File: src/rtl/cfp_pkg.sv
package cfp_pkg;

    // Number of 32-bit words carried in a frame payload.
    localparam int WORD_FIELDS = 6;
    // Number of 32-bit word fields on the result port.
    localparam int OUT_WORDS   = 6;
    localparam int WIDX_W      = (WORD_FIELDS > 1) ? $clog2(WORD_FIELDS) : 1;

    // Request queue between the header matcher and the frame parser.
    localparam int QUEUE_DEPTH = 4;
    localparam int QPTR_W      = $clog2(QUEUE_DEPTH);
    localparam int QCNT_W      = $clog2(QUEUE_DEPTH + 1);

    // Configuration register map.
    localparam int CFG_INDEX_W = 2;
    localparam logic [CFG_INDEX_W-1:0] REG_HEADER_WORD = 2'd0;
    localparam logic [CFG_INDEX_W-1:0] REG_TAIL_BYTE   = 2'd1;

    localparam logic [31:0] HEADER_WORD_RESET = 32'hFFFE_FDF2;
    localparam logic [7:0]  TAIL_BYTE_RESET   = 8'h02;

    // One classified byte: restart is set when a header match completed on it.
    typedef struct packed {
        logic       restart;
        logic [7:0] data;
    } cfp_entry_t;

    typedef enum logic [2:0] {
        STG_WAIT,
        STG_KEY,
        STG_WORD,
        STG_RECEIPT,
        STG_TAIL
    } cfp_stage_t;

    typedef struct packed {
        logic [7:0]                 key_code;
        logic [OUT_WORDS-1:0][31:0] words;
        logic [7:0]                 receipt_code;
    } cfp_result_t;

endpackage

File: src/rtl/cfp_front.sv
module cfp_front
    import cfp_pkg::*;
(
    input  logic        clk,
    input  logic        rst_n,
    input  logic [31:0] header_word,
    input  logic        in_fire,
    input  logic [7:0]  rx_byte,
    output cfp_entry_t  push_entry
);

    logic [7:0] hdr_buf_reg [4];
    logic [7:0] hdr_buf_next [4];
    logic [2:0] cap_count_reg;
    logic [2:0] cap_count_next;
    logic       cap_active_reg;
    logic       cap_active_next;
    logic       match;
    logic       restart;

    always_comb
    begin
        match = 1'b1;
        for (int k = 0; k < 4; k++)
        begin
            if (hdr_buf_reg[k] != header_word[31 - 8*k -: 8])
            begin
                match = 1'b0;
            end
        end
    end

    // The capture window is checked one byte after it fills, and a fresh
    // start byte always restarts the window.
    always_comb
    begin
        cap_count_next  = cap_count_reg;
        cap_active_next = cap_active_reg;
        hdr_buf_next    = hdr_buf_reg;
        restart         = 1'b0;
        if (cap_count_reg == 3'd4)
        begin
            if (match)
            begin
                restart         = 1'b1;
                cap_active_next = 1'b0;
            end
            cap_count_next = 3'd0;
        end
        if (rx_byte == header_word[31:24])
        begin
            cap_count_next  = 3'd0;
            cap_active_next = 1'b1;
        end
        if (cap_active_next)
        begin
            hdr_buf_next[cap_count_next[1:0]] = rx_byte;
            cap_count_next = cap_count_next + 3'd1;
        end
    end

    assign push_entry.restart = restart;
    assign push_entry.data    = rx_byte;

    always_ff @(posedge clk or negedge rst_n)
    begin
        if (!rst_n)
        begin
            cap_count_reg  <= '0;
            cap_active_reg <= 1'b0;
            for (int k = 0; k < 4; k++)
            begin
                hdr_buf_reg[k] <= '0;
            end
        end
        else if (in_fire)
        begin
            cap_count_reg  <= cap_count_next;
            cap_active_reg <= cap_active_next;
            hdr_buf_reg    <= hdr_buf_next;
        end
    end

endmodule

File: src/rtl/cfp_queue.sv
module cfp_queue
    import cfp_pkg::*;
(
    input  logic       clk,
    input  logic       rst_n,
    input  logic       push,
    input  cfp_entry_t push_entry,
    output logic       full,
    input  logic       pop,
    output logic       not_empty,
    output cfp_entry_t head
);

    cfp_entry_t        slot_reg [QUEUE_DEPTH];
    logic [QPTR_W-1:0] wr_ptr_reg;
    logic [QPTR_W-1:0] rd_ptr_reg;
    logic [QCNT_W-1:0] count_reg;
    logic              do_push;
    logic              do_pop;

    assign full      = (count_reg == QCNT_W'(QUEUE_DEPTH));
    assign not_empty = (count_reg != '0);
    assign head      = slot_reg[rd_ptr_reg];
    assign do_push   = push && !full;
    assign do_pop    = pop && not_empty;

    always_ff @(posedge clk)
    begin
        if (do_push)
        begin
            slot_reg[wr_ptr_reg] <= push_entry;
        end
    end

    always_ff @(posedge clk or negedge rst_n)
    begin
        if (!rst_n)
        begin
            wr_ptr_reg <= '0;
            rd_ptr_reg <= '0;
            count_reg  <= '0;
        end
        else
        begin
            if (do_push)
            begin
                wr_ptr_reg <= wr_ptr_reg + QPTR_W'(1);
            end
            if (do_pop)
            begin
                rd_ptr_reg <= rd_ptr_reg + QPTR_W'(1);
            end
            if (do_push && !do_pop)
            begin
                count_reg <= count_reg + QCNT_W'(1);
            end
            else if (do_pop && !do_push)
            begin
                count_reg <= count_reg - QCNT_W'(1);
            end
        end
    end

endmodule

File: src/rtl/cfp_back.sv
module cfp_back
    import cfp_pkg::*;
(
    input  logic        clk,
    input  logic        rst_n,
    input  logic [7:0]  tail_byte,
    input  logic        entry_valid,
    input  cfp_entry_t  entry,
    output logic        pop,
    output logic        out_valid,
    input  logic        out_ready,
    output cfp_result_t result
);

    cfp_stage_t        stage_reg;
    cfp_stage_t        stage_next;
    cfp_stage_t        eff_stage;
    logic [WIDX_W-1:0] word_idx_reg;
    logic [WIDX_W-1:0] word_idx_next;
    logic [1:0]        lane_reg;
    logic [1:0]        lane_next;
    logic [7:0]        key_reg;
    logic [7:0]        receipt_reg;
    logic [31:0]       word_regs_reg [WORD_FIELDS];
    logic              out_valid_reg;
    cfp_result_t       result_reg;
    cfp_result_t       snap;
    logic              key_we;
    logic              word_we;
    logic              receipt_we;
    logic              emit;

    assign pop       = entry_valid && (!out_valid_reg || out_ready);
    assign eff_stage = entry.restart ? STG_KEY : stage_reg;

    always_comb
    begin
        stage_next    = stage_reg;
        word_idx_next = word_idx_reg;
        lane_next     = lane_reg;
        if (pop)
        begin
            unique case (eff_stage)
                STG_WAIT:
                begin
                    stage_next = STG_WAIT;
                end
                STG_KEY:
                begin
                    stage_next    = STG_WORD;
                    word_idx_next = '0;
                end
                STG_WORD:
                begin
                    lane_next = lane_reg + 2'd1;
                    if (lane_reg == 2'd3)
                    begin
                        if (word_idx_reg == WIDX_W'(WORD_FIELDS - 1))
                        begin
                            stage_next = STG_RECEIPT;
                        end
                        else
                        begin
                            word_idx_next = word_idx_reg + WIDX_W'(1);
                        end
                    end
                end
                STG_RECEIPT:
                begin
                    stage_next = STG_TAIL;
                end
                STG_TAIL:
                begin
                    if (entry.data == tail_byte)
                    begin
                        stage_next = STG_WAIT;
                    end
                end
                default:
                begin
                    stage_next = STG_WAIT;
                end
            endcase
        end
    end

    always_comb
    begin
        key_we     = pop && (eff_stage == STG_KEY);
        word_we    = pop && (eff_stage == STG_WORD);
        receipt_we = pop && (eff_stage == STG_RECEIPT);
        emit       = pop && (eff_stage == STG_TAIL) && (entry.data == tail_byte);
    end

    assign snap.key_code     = key_reg;
    assign snap.receipt_code = receipt_reg;
    for (genvar k = 0; k < OUT_WORDS; k++)
    begin : g_snap
        if (k < WORD_FIELDS)
        begin : g_word
            assign snap.words[k] = word_regs_reg[k];
        end
        else
        begin : g_zero
            assign snap.words[k] = '0;
        end
    end

    always_ff @(posedge clk or negedge rst_n)
    begin
        if (!rst_n)
        begin
            stage_reg     <= STG_WAIT;
            word_idx_reg  <= '0;
            lane_reg      <= '0;
            key_reg       <= '0;
            receipt_reg   <= '0;
            out_valid_reg <= 1'b0;
            for (int k = 0; k < WORD_FIELDS; k++)
            begin
                word_regs_reg[k] <= '0;
            end
        end
        else
        begin
            stage_reg    <= stage_next;
            word_idx_reg <= word_idx_next;
            lane_reg     <= lane_next;
            if (key_we)
            begin
                key_reg <= entry.data;
            end
            if (receipt_we)
            begin
                receipt_reg <= entry.data;
            end
            if (word_we)
            begin
                word_regs_reg[word_idx_reg][8*lane_reg +: 8] <= entry.data;
            end
            if (emit)
            begin
                out_valid_reg <= 1'b1;
            end
            else if (out_ready)
            begin
                out_valid_reg <= 1'b0;
            end
        end
    end

    always_ff @(posedge clk)
    begin
        if (emit)
        begin
            result_reg <= snap;
        end
    end

    assign out_valid = out_valid_reg;
    assign result    = result_reg;

endmodule

File: src/rtl/command_frame_parser.sv
// A request carrying an accepted tail byte is written into the queue when it is
// accepted; the parser then pops it and loads the result register, which drives
// the result port.
// Throughput: one byte per cycle while the queue has room; a four-entry queue lets
// the header matcher keep accepting while a finished frame waits on the result port.
// Reset (rst_n, asynchronous, active low) empties the queue, clears the matcher and
// parser state and frame registers, and restores header_word and tail_byte defaults.
module command_frame_parser
    import cfp_pkg::*;
(
    input  logic                   clk,
    input  logic                   rst_n,
    // Configuration write port.
    input  logic                   cfg_we,
    input  logic [CFG_INDEX_W-1:0] cfg_index,
    input  logic [31:0]            cfg_data,
    // Received byte requests.
    input  logic                   in_valid,
    output logic                   in_ready,
    input  logic [7:0]             rx_byte,
    // Parsed frame requests.
    output logic                   out_valid,
    input  logic                   out_ready,
    output logic [7:0]             key_code,
    output logic [31:0]            coord_x,
    output logic [31:0]            coord_y,
    output logic [31:0]            coord_angle,
    output logic [31:0]            wheel_speed,
    output logic [31:0]            release_position,
    output logic [31:0]            pitch_position,
    output logic [7:0]             receipt_code
);

    logic [31:0] header_word_reg;
    logic [7:0]  tail_byte_reg;
    logic        q_full;
    logic        q_not_empty;
    logic        q_pop;
    logic        in_fire;
    cfp_entry_t  push_entry;
    cfp_entry_t  head_entry;
    cfp_result_t result;

    // Configuration registers. The user must make writes only while the block is
    // idle (the block does not enforce it), so the matcher and parser may use them directly.
    always_ff @(posedge clk or negedge rst_n)
    begin
        if (!rst_n)
        begin
            header_word_reg <= HEADER_WORD_RESET;
            tail_byte_reg   <= TAIL_BYTE_RESET;
        end
        else if (cfg_we)
        begin
            unique case (cfg_index)
                REG_HEADER_WORD: header_word_reg <= cfg_data;
                REG_TAIL_BYTE:   tail_byte_reg   <= cfg_data[7:0];
                default:         ;
            endcase
        end
    end

    // The front end takes a byte whenever the queue has room; it never waits
    // on the result port directly.
    assign in_ready = !q_full;
    assign in_fire  = in_valid && in_ready;

    // Header matcher: tags each byte with whether a header match completes on
    // it, which restarts the parser at the key byte.
    cfp_front u_front (
        .clk         (clk),
        .rst_n       (rst_n),
        .header_word (header_word_reg),
        .in_fire     (in_fire),
        .rx_byte     (rx_byte),
        .push_entry  (push_entry)
    );

    cfp_queue u_queue (
        .clk        (clk),
        .rst_n      (rst_n),
        .push       (in_fire),
        .push_entry (push_entry),
        .full       (q_full),
        .pop        (q_pop),
        .not_empty  (q_not_empty),
        .head       (head_entry)
    );

    // Frame parser: walks key, payload words, receipt and tail, and loads the
    // result register when a tail byte matches. It only stalls while a
    // finished frame is still waiting to be taken.
    cfp_back u_back (
        .clk         (clk),
        .rst_n       (rst_n),
        .tail_byte   (tail_byte_reg),
        .entry_valid (q_not_empty),
        .entry       (head_entry),
        .pop         (q_pop),
        .out_valid   (out_valid),
        .out_ready   (out_ready),
        .result      (result)
    );

    assign key_code         = result.key_code;
    assign coord_x          = result.words[0];
    assign coord_y          = result.words[1];
    assign coord_angle      = result.words[2];
    assign wheel_speed      = result.words[3];
    assign release_position = result.words[4];
    assign pitch_position   = result.words[5];
    assign receipt_code     = result.receipt_code;

endmodule

File: config.mk
export PLATFORM = sky130hd
export DESIGN_NAME = command_frame_parser
export DESIGN_NICKNAME = d
export VERILOG_FILES = /design/src/rtl/cfp_pkg.sv /design/src/rtl/cfp_front.sv /design/src/rtl/cfp_queue.sv /design/src/rtl/cfp_back.sv /design/src/rtl/command_frame_parser.sv
export SDC_FILE = /design/constraint.sdc
export NUM_CORES = 1
export LEC_CHECK = 0
export BUFFER_PORTS_ARGS = -buffer_cell sky130_fd_sc_hd__buf_2
export CORE_MARGIN = 4
export CORE_UTILIZATION = 45
export CTS_CLUSTER_DIAMETER = 100
export CTS_CLUSTER_SIZE = 14
export DETAILED_ROUTE_END_ITERATION = 8
export PLACE_DENSITY = 0.73
export SLEW_MARGIN = 20
export SYNTH_ARGS = -nofsm -noshare
export SYNTH_HDL_FRONTEND = slang
export SYNTH_HIERARCHICAL = 1
export SYNTH_SLANG_ARGS = --single-unit
File: constraint.sdc
create_clock -name clk -period 19.4 [get_ports clk]
set_clock_uncertainty 0.2 [all_clocks]
set_input_delay 2.91 -clock clk [delete_from_list [all_inputs] [get_ports clk]]
set_output_delay 2.91 -clock clk [all_outputs]
set_load 0.01 [all_outputs]
## Yosys cells after proc, flatten, opt, wreduce, memory -nomap -nowiden

Memory sizes are Yosys's and may differ from the RTL's.
Index checks and enable logic that the tools add are counted.

| word-level totals | value |
|---|---|
| RAM bits | 36 |
| word-level logic and storage cells | 128 |
| output and inout bits | 210 |
| memories kept | 1 |
| register bits after elaboration | 508 |
| input port bits | 47 |

| operators by class | value |
|---|---|
| equal/unequal tests | 19 |
| shifts and indexed selects | 2 |
| muxes and demuxes | 32 |
| reductions and logical operators | 29 |
| $add $sub $neg | 8 |
| bitwise operators | 2 |
| $lt $le $gt $ge | 4 |

Memories:

| name | words | bits a word | read ports | clocked after Yosys merged registers in | write ports | RTL line | RTL |
|---|---|---|---|---|---|---|---|
| u_queue.slot_reg | 4 | 9 | 1 | 0 | 1 | cfp_queue.sv:14 | `cfp_entry_t slot_reg [QUEUE_DEPTH];` |

Operators by type and width:

| operator | number |
|---|---|
| $bwmux W192 | 1 |
| $demux W32 S3 | 1 |
| $neg A5 Y34 | 1 |
| $shift A8 B34 Y32 const A | 1 |
| $shiftx A8 B34 Y32 | 1 |
| $mux W3 | 11 |
| $bwmux W32 | 1 |
| $mux W32 | 1 |
| $ne A8 B8 Y1 | 4 |
| $demux W8 S2 | 1 |
| $eq A8 B8 Y1 | 2 |
| $logic_and A1 B1 Y1 | 13 |
| $mux W1 | 13 |
| $eq A3 B3 Y1 const B | 4 |
| $pmux W3 S4 | 1 |
| $add A3 B1 Y3 const B | 3 |
| $mux W8 | 1 |
| $reduce_and A2 Y1 | 4 |
| $reduce_and A4 Y1 | 2 |
| $add A2 B1 Y2 const B | 3 |
| $eq A3 B2 Y1 const B | 2 |
| $ne A2 B1 Y1 const B | 3 |
| $pmux W3 S2 | 1 |
| $reduce_bool A2 Y1 | 3 |
| other kinds (15) | 18 |

## Longest topological paths before layout

Gate-level depths: netlist of the first run.

| depth | value |
|---|---|
| depth in word-level cells | 9 |
| depth in mapped cells | 11 |

## Modules after synthesis

Netlist of the first run, hierarchy kept.

By module, submodules not included:

| module | cells an instance | area an instance (µm²) | times used | sequential area each (µm²) |
|---|---|---|---|---|
| cfp_back | 773 | 15013.1 | 1 | 11676.2 |
| cfp_front | 162 | 2031.9 | 1 | 900.9 |
| cfp_queue | 83 | 1725.4 | 1 | 1256.2 |
| command_frame_parser | 87 | 1556.5 | 1 | 1036.0 |

## Worst setup path after synthesis of the first run

OpenSTA, ideal clock, no wires.

| timing | value |
|---|---|
| kind | input -> register |
| start point | in out_ready |
| end point | reg u_back.out_valid_reg, in the netlist u_back/out_valid |
| library setup time | 0.156 ns |
| data required time | 19.044 ns |
| data arrival time | 18.389 ns |
| setup slack | 0.655 ns |
| stages on the path | 4 |
| cell sequence | nand2b_1 nand2_1 nor3_1 or2_2 |

| between the ends | value |
|---|---|
| word-level cells in the longest chain between the ends | 5 |
| elaborated cells between the ends (all ways) | 6 |

Ends and longest elaborated chain:

| what | RTL line | RTL |
|---|---|---|
| start: declaration | command_frame_parser.sv:23 | `input logic out_ready,` |
| $logic_or A1 B1 Y1 * | cfp_back.sv:33 | `assign pop = entry_valid && (!out_valid_reg \|\| out_ready);` |
| $logic_and A1 B1 Y1 * | cfp_back.sv:33 |  |
| $logic_and A1 B1 Y1 * (2 in series) | cfp_back.sv:92 | `emit = pop && (eff_stage == STG_TAIL) && (entry.data == tail_byte);` |
| via u_back.emit | cfp_back.sv:31 | `logic emit;` |
| $mux W1 or $reduce_bool A2 Y1 (tied branches) | - |  |
| end signal: assignment | cfp_back.sv:118 | `out_valid_reg <= 1'b0;` |
| end signal: assignment | cfp_back.sv:143 | `out_valid_reg <= 1'b1;` |
| end signal: assignment | cfp_back.sv:147 | `out_valid_reg <= 1'b0;` |
| end: declaration | cfp_back.sv:25 | `logic out_valid_reg;` |

The timed path passes the listed nets; every way through them passes the cells marked *.
A chain may end at the register's enable or synchronous reset.

## Worst setup path after layout of the first run

| timing | value |
|---|---|
| start point | in out_ready |
| end point | reg u_back.result_reg (netlist bit u_back/result[119]) (enable) |

| between the ends | value |
|---|---|
| word-level cells in the longest chain between the ends | 4 |

Ends and longest elaborated chain:

| what | RTL line | RTL |
|---|---|---|
| $logic_or A1 B1 Y1 | cfp_back.sv:33 |  |
| $logic_and A1 B1 Y1 | cfp_back.sv:33 |  |
| $logic_and A1 B1 Y1 (2 in series) | cfp_back.sv:92 |  |
| via u_back.emit | cfp_back.sv:31 |  |
| end signal: assignment | cfp_back.sv:156 | `result_reg <= snap;` |
| end: declaration | cfp_back.sv:26 | `cfp_result_t result_reg;` |

The timed path passes the listed nets, and every way through them passes these cells.

==> reports/results.txt, run 1 <==
status -> finished clean
compound-cell area share of the yosys netlist -> 0.905%
Area Overhead vs Synth -> 15.9%
largest net degree at the start of global routing -> 183
IO Pins -> 257
final wirelength -> 41800 um
FF+latch count, synth -> 544
synthesis warning total -> 6
clock transition at the registers of the reported paths -> 60 ps
Starting Density -> 45.8%
Num CTS Buffers -> 45
post-synthesis simple-gate area fraction -> 4.32%
Max Cap Viol -> 0
CP startpoint kind -> input port
FP Rows -> 77
vias in the first global route -> 10500
Period minus WS final -> 5120 ps
fin crit share -> 26.4%
commonest non-fill, non-tap cell in the layout -> dfrtp_1
Peak VDD IR -> 79.5 uV
vias -> 10300
post-DP HPWL -> 28900 um
CP required -> 19390 ps
worst-path fanout max -> 87
Post-Syn Area -> 20300 um2
critical path data arrival time -> 5120 ps
endpoint type of the worst setup path -> flip-flop
Mapped Cells -> 1105
library cells used by synthesis -> 52
P_leak -> 10.6 nW
H-tree levels -> 2
DRC -> 0
syn nets -> 1170
gr usage total -> 17.1%
nets@finish -> 1457
vias per cell -> 5.11
total power -> 2.84 mW
grt total ovfl -> 0
Largest register FFs -> 208
DR iter-0 viols -> 757
Die W -> 221 um
Die Y-Extent -> 221 um
first-pass GRT wire length -> 63500 um
slew margin rel. -> 27.3%
first-pass iteration count of the detailed router -> 4
Clock Sinks -> 544
Post-CTS Setup Inserts -> 0
CTS Hold Buffers Added -> 0
initial antenna violation count -> 1
total negative slack -> 0 ps
commonest cells after routing, fill and taps aside -> dfrtp_1, mux2_2, buf_2
DR WL/cell -> 20.7 um
antenna-violating nets left -> 0
Avg Inst Size Synth -> 18.4 um2
RSZ-0062 raised after global routing -> false
post-synthesis xor/xnor area fraction -> 2.37%
Synth Area in Adders -> 1.14%
Fmax achieved -> 195 MHz
final setup fails -> 0
CTS tree -> built
gp weighted congestion -> 0.768
clock root cell -> clkbuf_16
Die Area -> 48600 um2
port bufs -> 256
post-layout util -> 53.1%
largest family of logic cells by synthesized area -> multiplexers
type of the worst setup path -> input port to flip-flop
Fin. Hold Viols -> 0
Worst Tran Pin Value -> 1090 ps
Core Region -> 44400 um2
fraction of layout cells with a size suffix above 1 -> 46.5%
Slew Limit Fails -> 0
min-delay worst type -> flip-flop to flip-flop
Top FF cell, synth -> dfrtp_1
post_cts resized -> 0
PwrDens -> 120 nW/um2
clk buf depth -> 3
ys async rst share -> 55.1%
register area share after synthesis -> 73.2%
Post-synth EDFFs -> 244
clk_lat worst skew -> 580 ps
mux cell area share after synthesis -> 17.1%
final timing paths:
kind                                             from                 end  slack, ps  cells past startpoint
worst max-delay path                        out_ready  u_back/result[119]      14280                      6
worst min-delay path                 u_back/snap[177]  u_back/result[177]        240                      0
worst max register to register  u_queue/rd_ptr_reg[0]  u_back/result[119]      14730                      7
worst min register to register       u_back/snap[177]  u_back/result[177]        240                      0
max in group asynchronous                       rst_n    u_back/snap[143]      15280                      2
min in group asynchronous                       rst_n  header_word_reg[9]       2190                      1
power by group:
| group | leakage [nW] | switching [mW] | internal [mW] |
|---|---|---|---|
| Clock | 0.624 | 0.394 | 0.442 |
| Combinational | 3.48 | 0.292 | 0.240 |
| Sequential | 6.52 | 0.0984 | 1.37 |
cell families after synthesis:
| family | after synthesis |
|---|---|
| xor+xnor | 55 |
| fa+ha+maj | 18 |
| buf+inv | 32 |
| mux | 294 |
| flops | 544 |
| simple gates | 141 |
| compound gates | 21 |
synth_stat cells (7+ instances only):
library cell,instances,area (um2)
dfrtp_1,272,6810
mux2_2,263,2960
edfxtp_1,244,7330
xnor2_1,42,368
and2_1,38,238
dfstp_2,28,736
nand2_1,19,71.3
mux2_4,18,270
ha_1,17,213
nor2_2,16,100
buf_4,13,97.6
xor2_1,13,114
inv_1,11,41.3
mux4_2,9,203
nand3_1,9,45.0
nand4_1,9,56.3
nor2_1,7,26.3
cell type report:
type	count	area, um2
Fill cell	3557	20800
Sequential cell	544	14900
Multi-Input combinational cell	529	5260
Timing Repair Buffer	261	1340
Clock buffer	79	1250
Tap cell	592	741
Clock inverter	5	57.6
Inverter	11	41.3
Antenna cell	1	2.50
per-layer routing:
layer / track usage (%) / wire, um
met3: 3.49 / 2300
met4: 4.45 / 912
met5: 0 / 0
met2: 28.0 / 20400
met1: 23.6 / 18200
metrics by stage:
step / cell area [um2] / hold WS, ps / cells / worst slack (ps)
3_5_place_dp: 22300 / 230 / 1937 / 13710
3_3_place_gp: 22300 / 226 / 1937 / 13770
6_report: 23600 / 236 / 2022 / 14280
4_1_cts: 23600 / 238 / 2021 / 14300
5_1_grt: 23600 / 240 / 2021 / 14080
2_1_floorplan: 20300 / 219 / 1105 / 655
worst max-delay path, cell delays in order:
cell      delay, ps
buf_2            90
nand2b_1        100
nand2_1         130
nor3_2          250
buf_4           820
buf_4           740
(Power assumes the default switching activity.)
==> run 2, diff against run 1 <==
clock period = 4.93 ns   (was 19.4 ns; I/O delays follow)
==> run 2 against run 1 <==
Effect of this change: final area is 0.19% higher; die area is the same; non-clock buffer count is 2 higher; final cell count barely moved; highest routed layer unchanged; hold slack got worse by 230 ps; clock power rose to 3.9 times the previous value; register-to-register slack worse by 13000 ps; flip-flop and latch count is the same; sequential power grew to 3.9 times the previous value; total power grew to 3.9 times the previous value; core utilization grew 0.099 points; critical path depth is the same.
==> reports/results.txt, run 2 (synthesis results as in run 1) <==
status -> finished clean
final instance area -> 23600 um2
Die W -> 221 um
Area after DPL -> 22300 um2
IO Pins -> 257
total power -> 11.1 mW
CTS Hold Buffers Added -> 0
CP required -> 4920 ps
vias -> 10300
CTS tree -> built
Worst Tran Pin Value -> 999 ps
endpoint type of the worst setup path -> flip-flop
port bufs -> 256
RSZ-0062 raised after global routing -> false
nets@finish -> 1458
critical path data arrival time -> 3530 ps
Peak VDD IR -> 245 uV
fraction of layout cells with a size suffix above 1 -> 46.5%
fin crit share -> 71.8%
commonest non-fill, non-tap cell in the layout -> dfrtp_1
setup slack after layout -> 1390 ps
worst reg2reg setup slack -> 1390 ps
first-pass GRT wire length -> 63700 um
commonest cells after routing, fill and taps aside -> dfrtp_1, mux2_2, buf_2
Period minus WS final -> 3540 ps
clock transition at the registers of the reported paths -> 70 ps
first-pass iteration count of the detailed router -> 5
DR WL/cell -> 20.7 um
Num CTS Buffers -> 44
P_leak -> 10.6 nW
clock root cell -> clkbuf_16
Die Y-Extent -> 221 um
post-DP HPWL -> 29400 um
worst-path fanout max -> 131
CP startpoint kind -> flip-flop
DRC -> 0
Die Area -> 48600 um2
antenna-violating nets left -> 0
DP Worst Slack -> 1340 ps
Slew Limit Fails -> 0
Max Cap Viol -> 0
largest net degree at the start of global routing -> 132
FP Rows -> 77
final setup fails -> 0
Clock Sinks -> 544
gr usage total -> 17.2%
Fin. Hold Viols -> 0
PwrDens -> 470 nW/um2
H-tree levels -> 2
type of the worst setup path -> flip-flop to flip-flop
gp weighted congestion -> 0.819
post_cts resized -> 0
Post-CTS Setup Inserts -> 0
grt total ovfl -> 0
Fmax achieved -> 283 MHz
Area Overhead vs Synth -> 16.2%
Inserted Diodes -> 0
DR iter-0 viols -> 731
slew margin rel. -> 33.2%
Core Region -> 44400 um2
vias in the first global route -> 10500
Starting Density -> 45.8%
Largest register FFs -> 208
final wirelength -> 41800 um
clk buf depth -> 3
min-delay worst type -> input port to async pin
vias per cell -> 5.08
initial antenna violation count -> 0
clk_lat worst skew -> 570 ps
==> run 2: changes by cell type in the layout (fill, tap and decap cells not counted), sizes merged <==
cell    before  now
buf        261  263
clkbuf      79   81
clkinv       0    1
diode        1    0
inv         16   11
==> run 2: metal layers <==
| metal | share of wire (%) | global-route usage, % | wire [um] |
|---|---|---|---|
| met4 | 2.5 | 5.43 | 1020 |
| met1 | 43 | 23.9 | 18100 |
| met3 | 5.9 | 3.02 | 2450 |
| met2 | 48 | 28.1 | 20200 |
| met5 | 0 | 0 | 0 |
==> run 2: critical path, cell delays in order (launching register included) <==
cell and delay, ps:
dfrtp_1 720, mux4_2 670, xor2_1 180, nor4_1 340, nand2_1 160, nor3_4 270, buf_12 560
==> run 2: stage by stage <==
stage	utilization, %	TNS, ps	hold slack (ps)	instances
floorplan	-	-480380	219	1105
global placement	50.2	0	225	1939
finish	53.2	0	9.38	2021
global route	53.2	0	58.2	2021
CTS	53.2	0	25.9	2021
detailed placement	50.2	0	227	1939
==> run 2: report_power, final <==
| part | leakage (nW) | internal, mW | switching (mW) |
|---|---|---|---|
| sequential | 6.52 | 5.40 | 0.389 |
| clock | 0.615 | 1.75 | 1.50 |
| combinational | 3.50 | 0.946 | 1.11 |
==> run 2: worst paths after layout <==
path | from | depth (start not counted) | to
worst max-delay path | u_queue/rd_ptr_reg[0] | 6 | u_back/result[151]
worst min register to register | u_back/snap[99] | 0 | u_back/result[99]
max in group asynchronous | rst_n | 2 | u_back/snap[151]
worst min-delay path | rst_n | 1 | u_front/hdr_buf_reg[1]
worst max register to register | u_queue/rd_ptr_reg[0] | 6 | u_back/result[151]
min in group clk | cfg_data[19] | 2 | header_word_reg[19]
==> run 2: cell type report <==
| cell class | instances | area [um2] |
|---|---|---|
| Inverter | 11 | 41.3 |
| Fill cell | 3587 | 20800 |
| Sequential cell | 544 | 14900 |
| Clock inverter | 1 | 16.3 |
| Clock buffer | 81 | 1280 |
| Tap cell | 592 | 741 |
| Timing Repair Buffer | 263 | 1390 |
| Multi-Input combinational cell | 529 | 5270 |
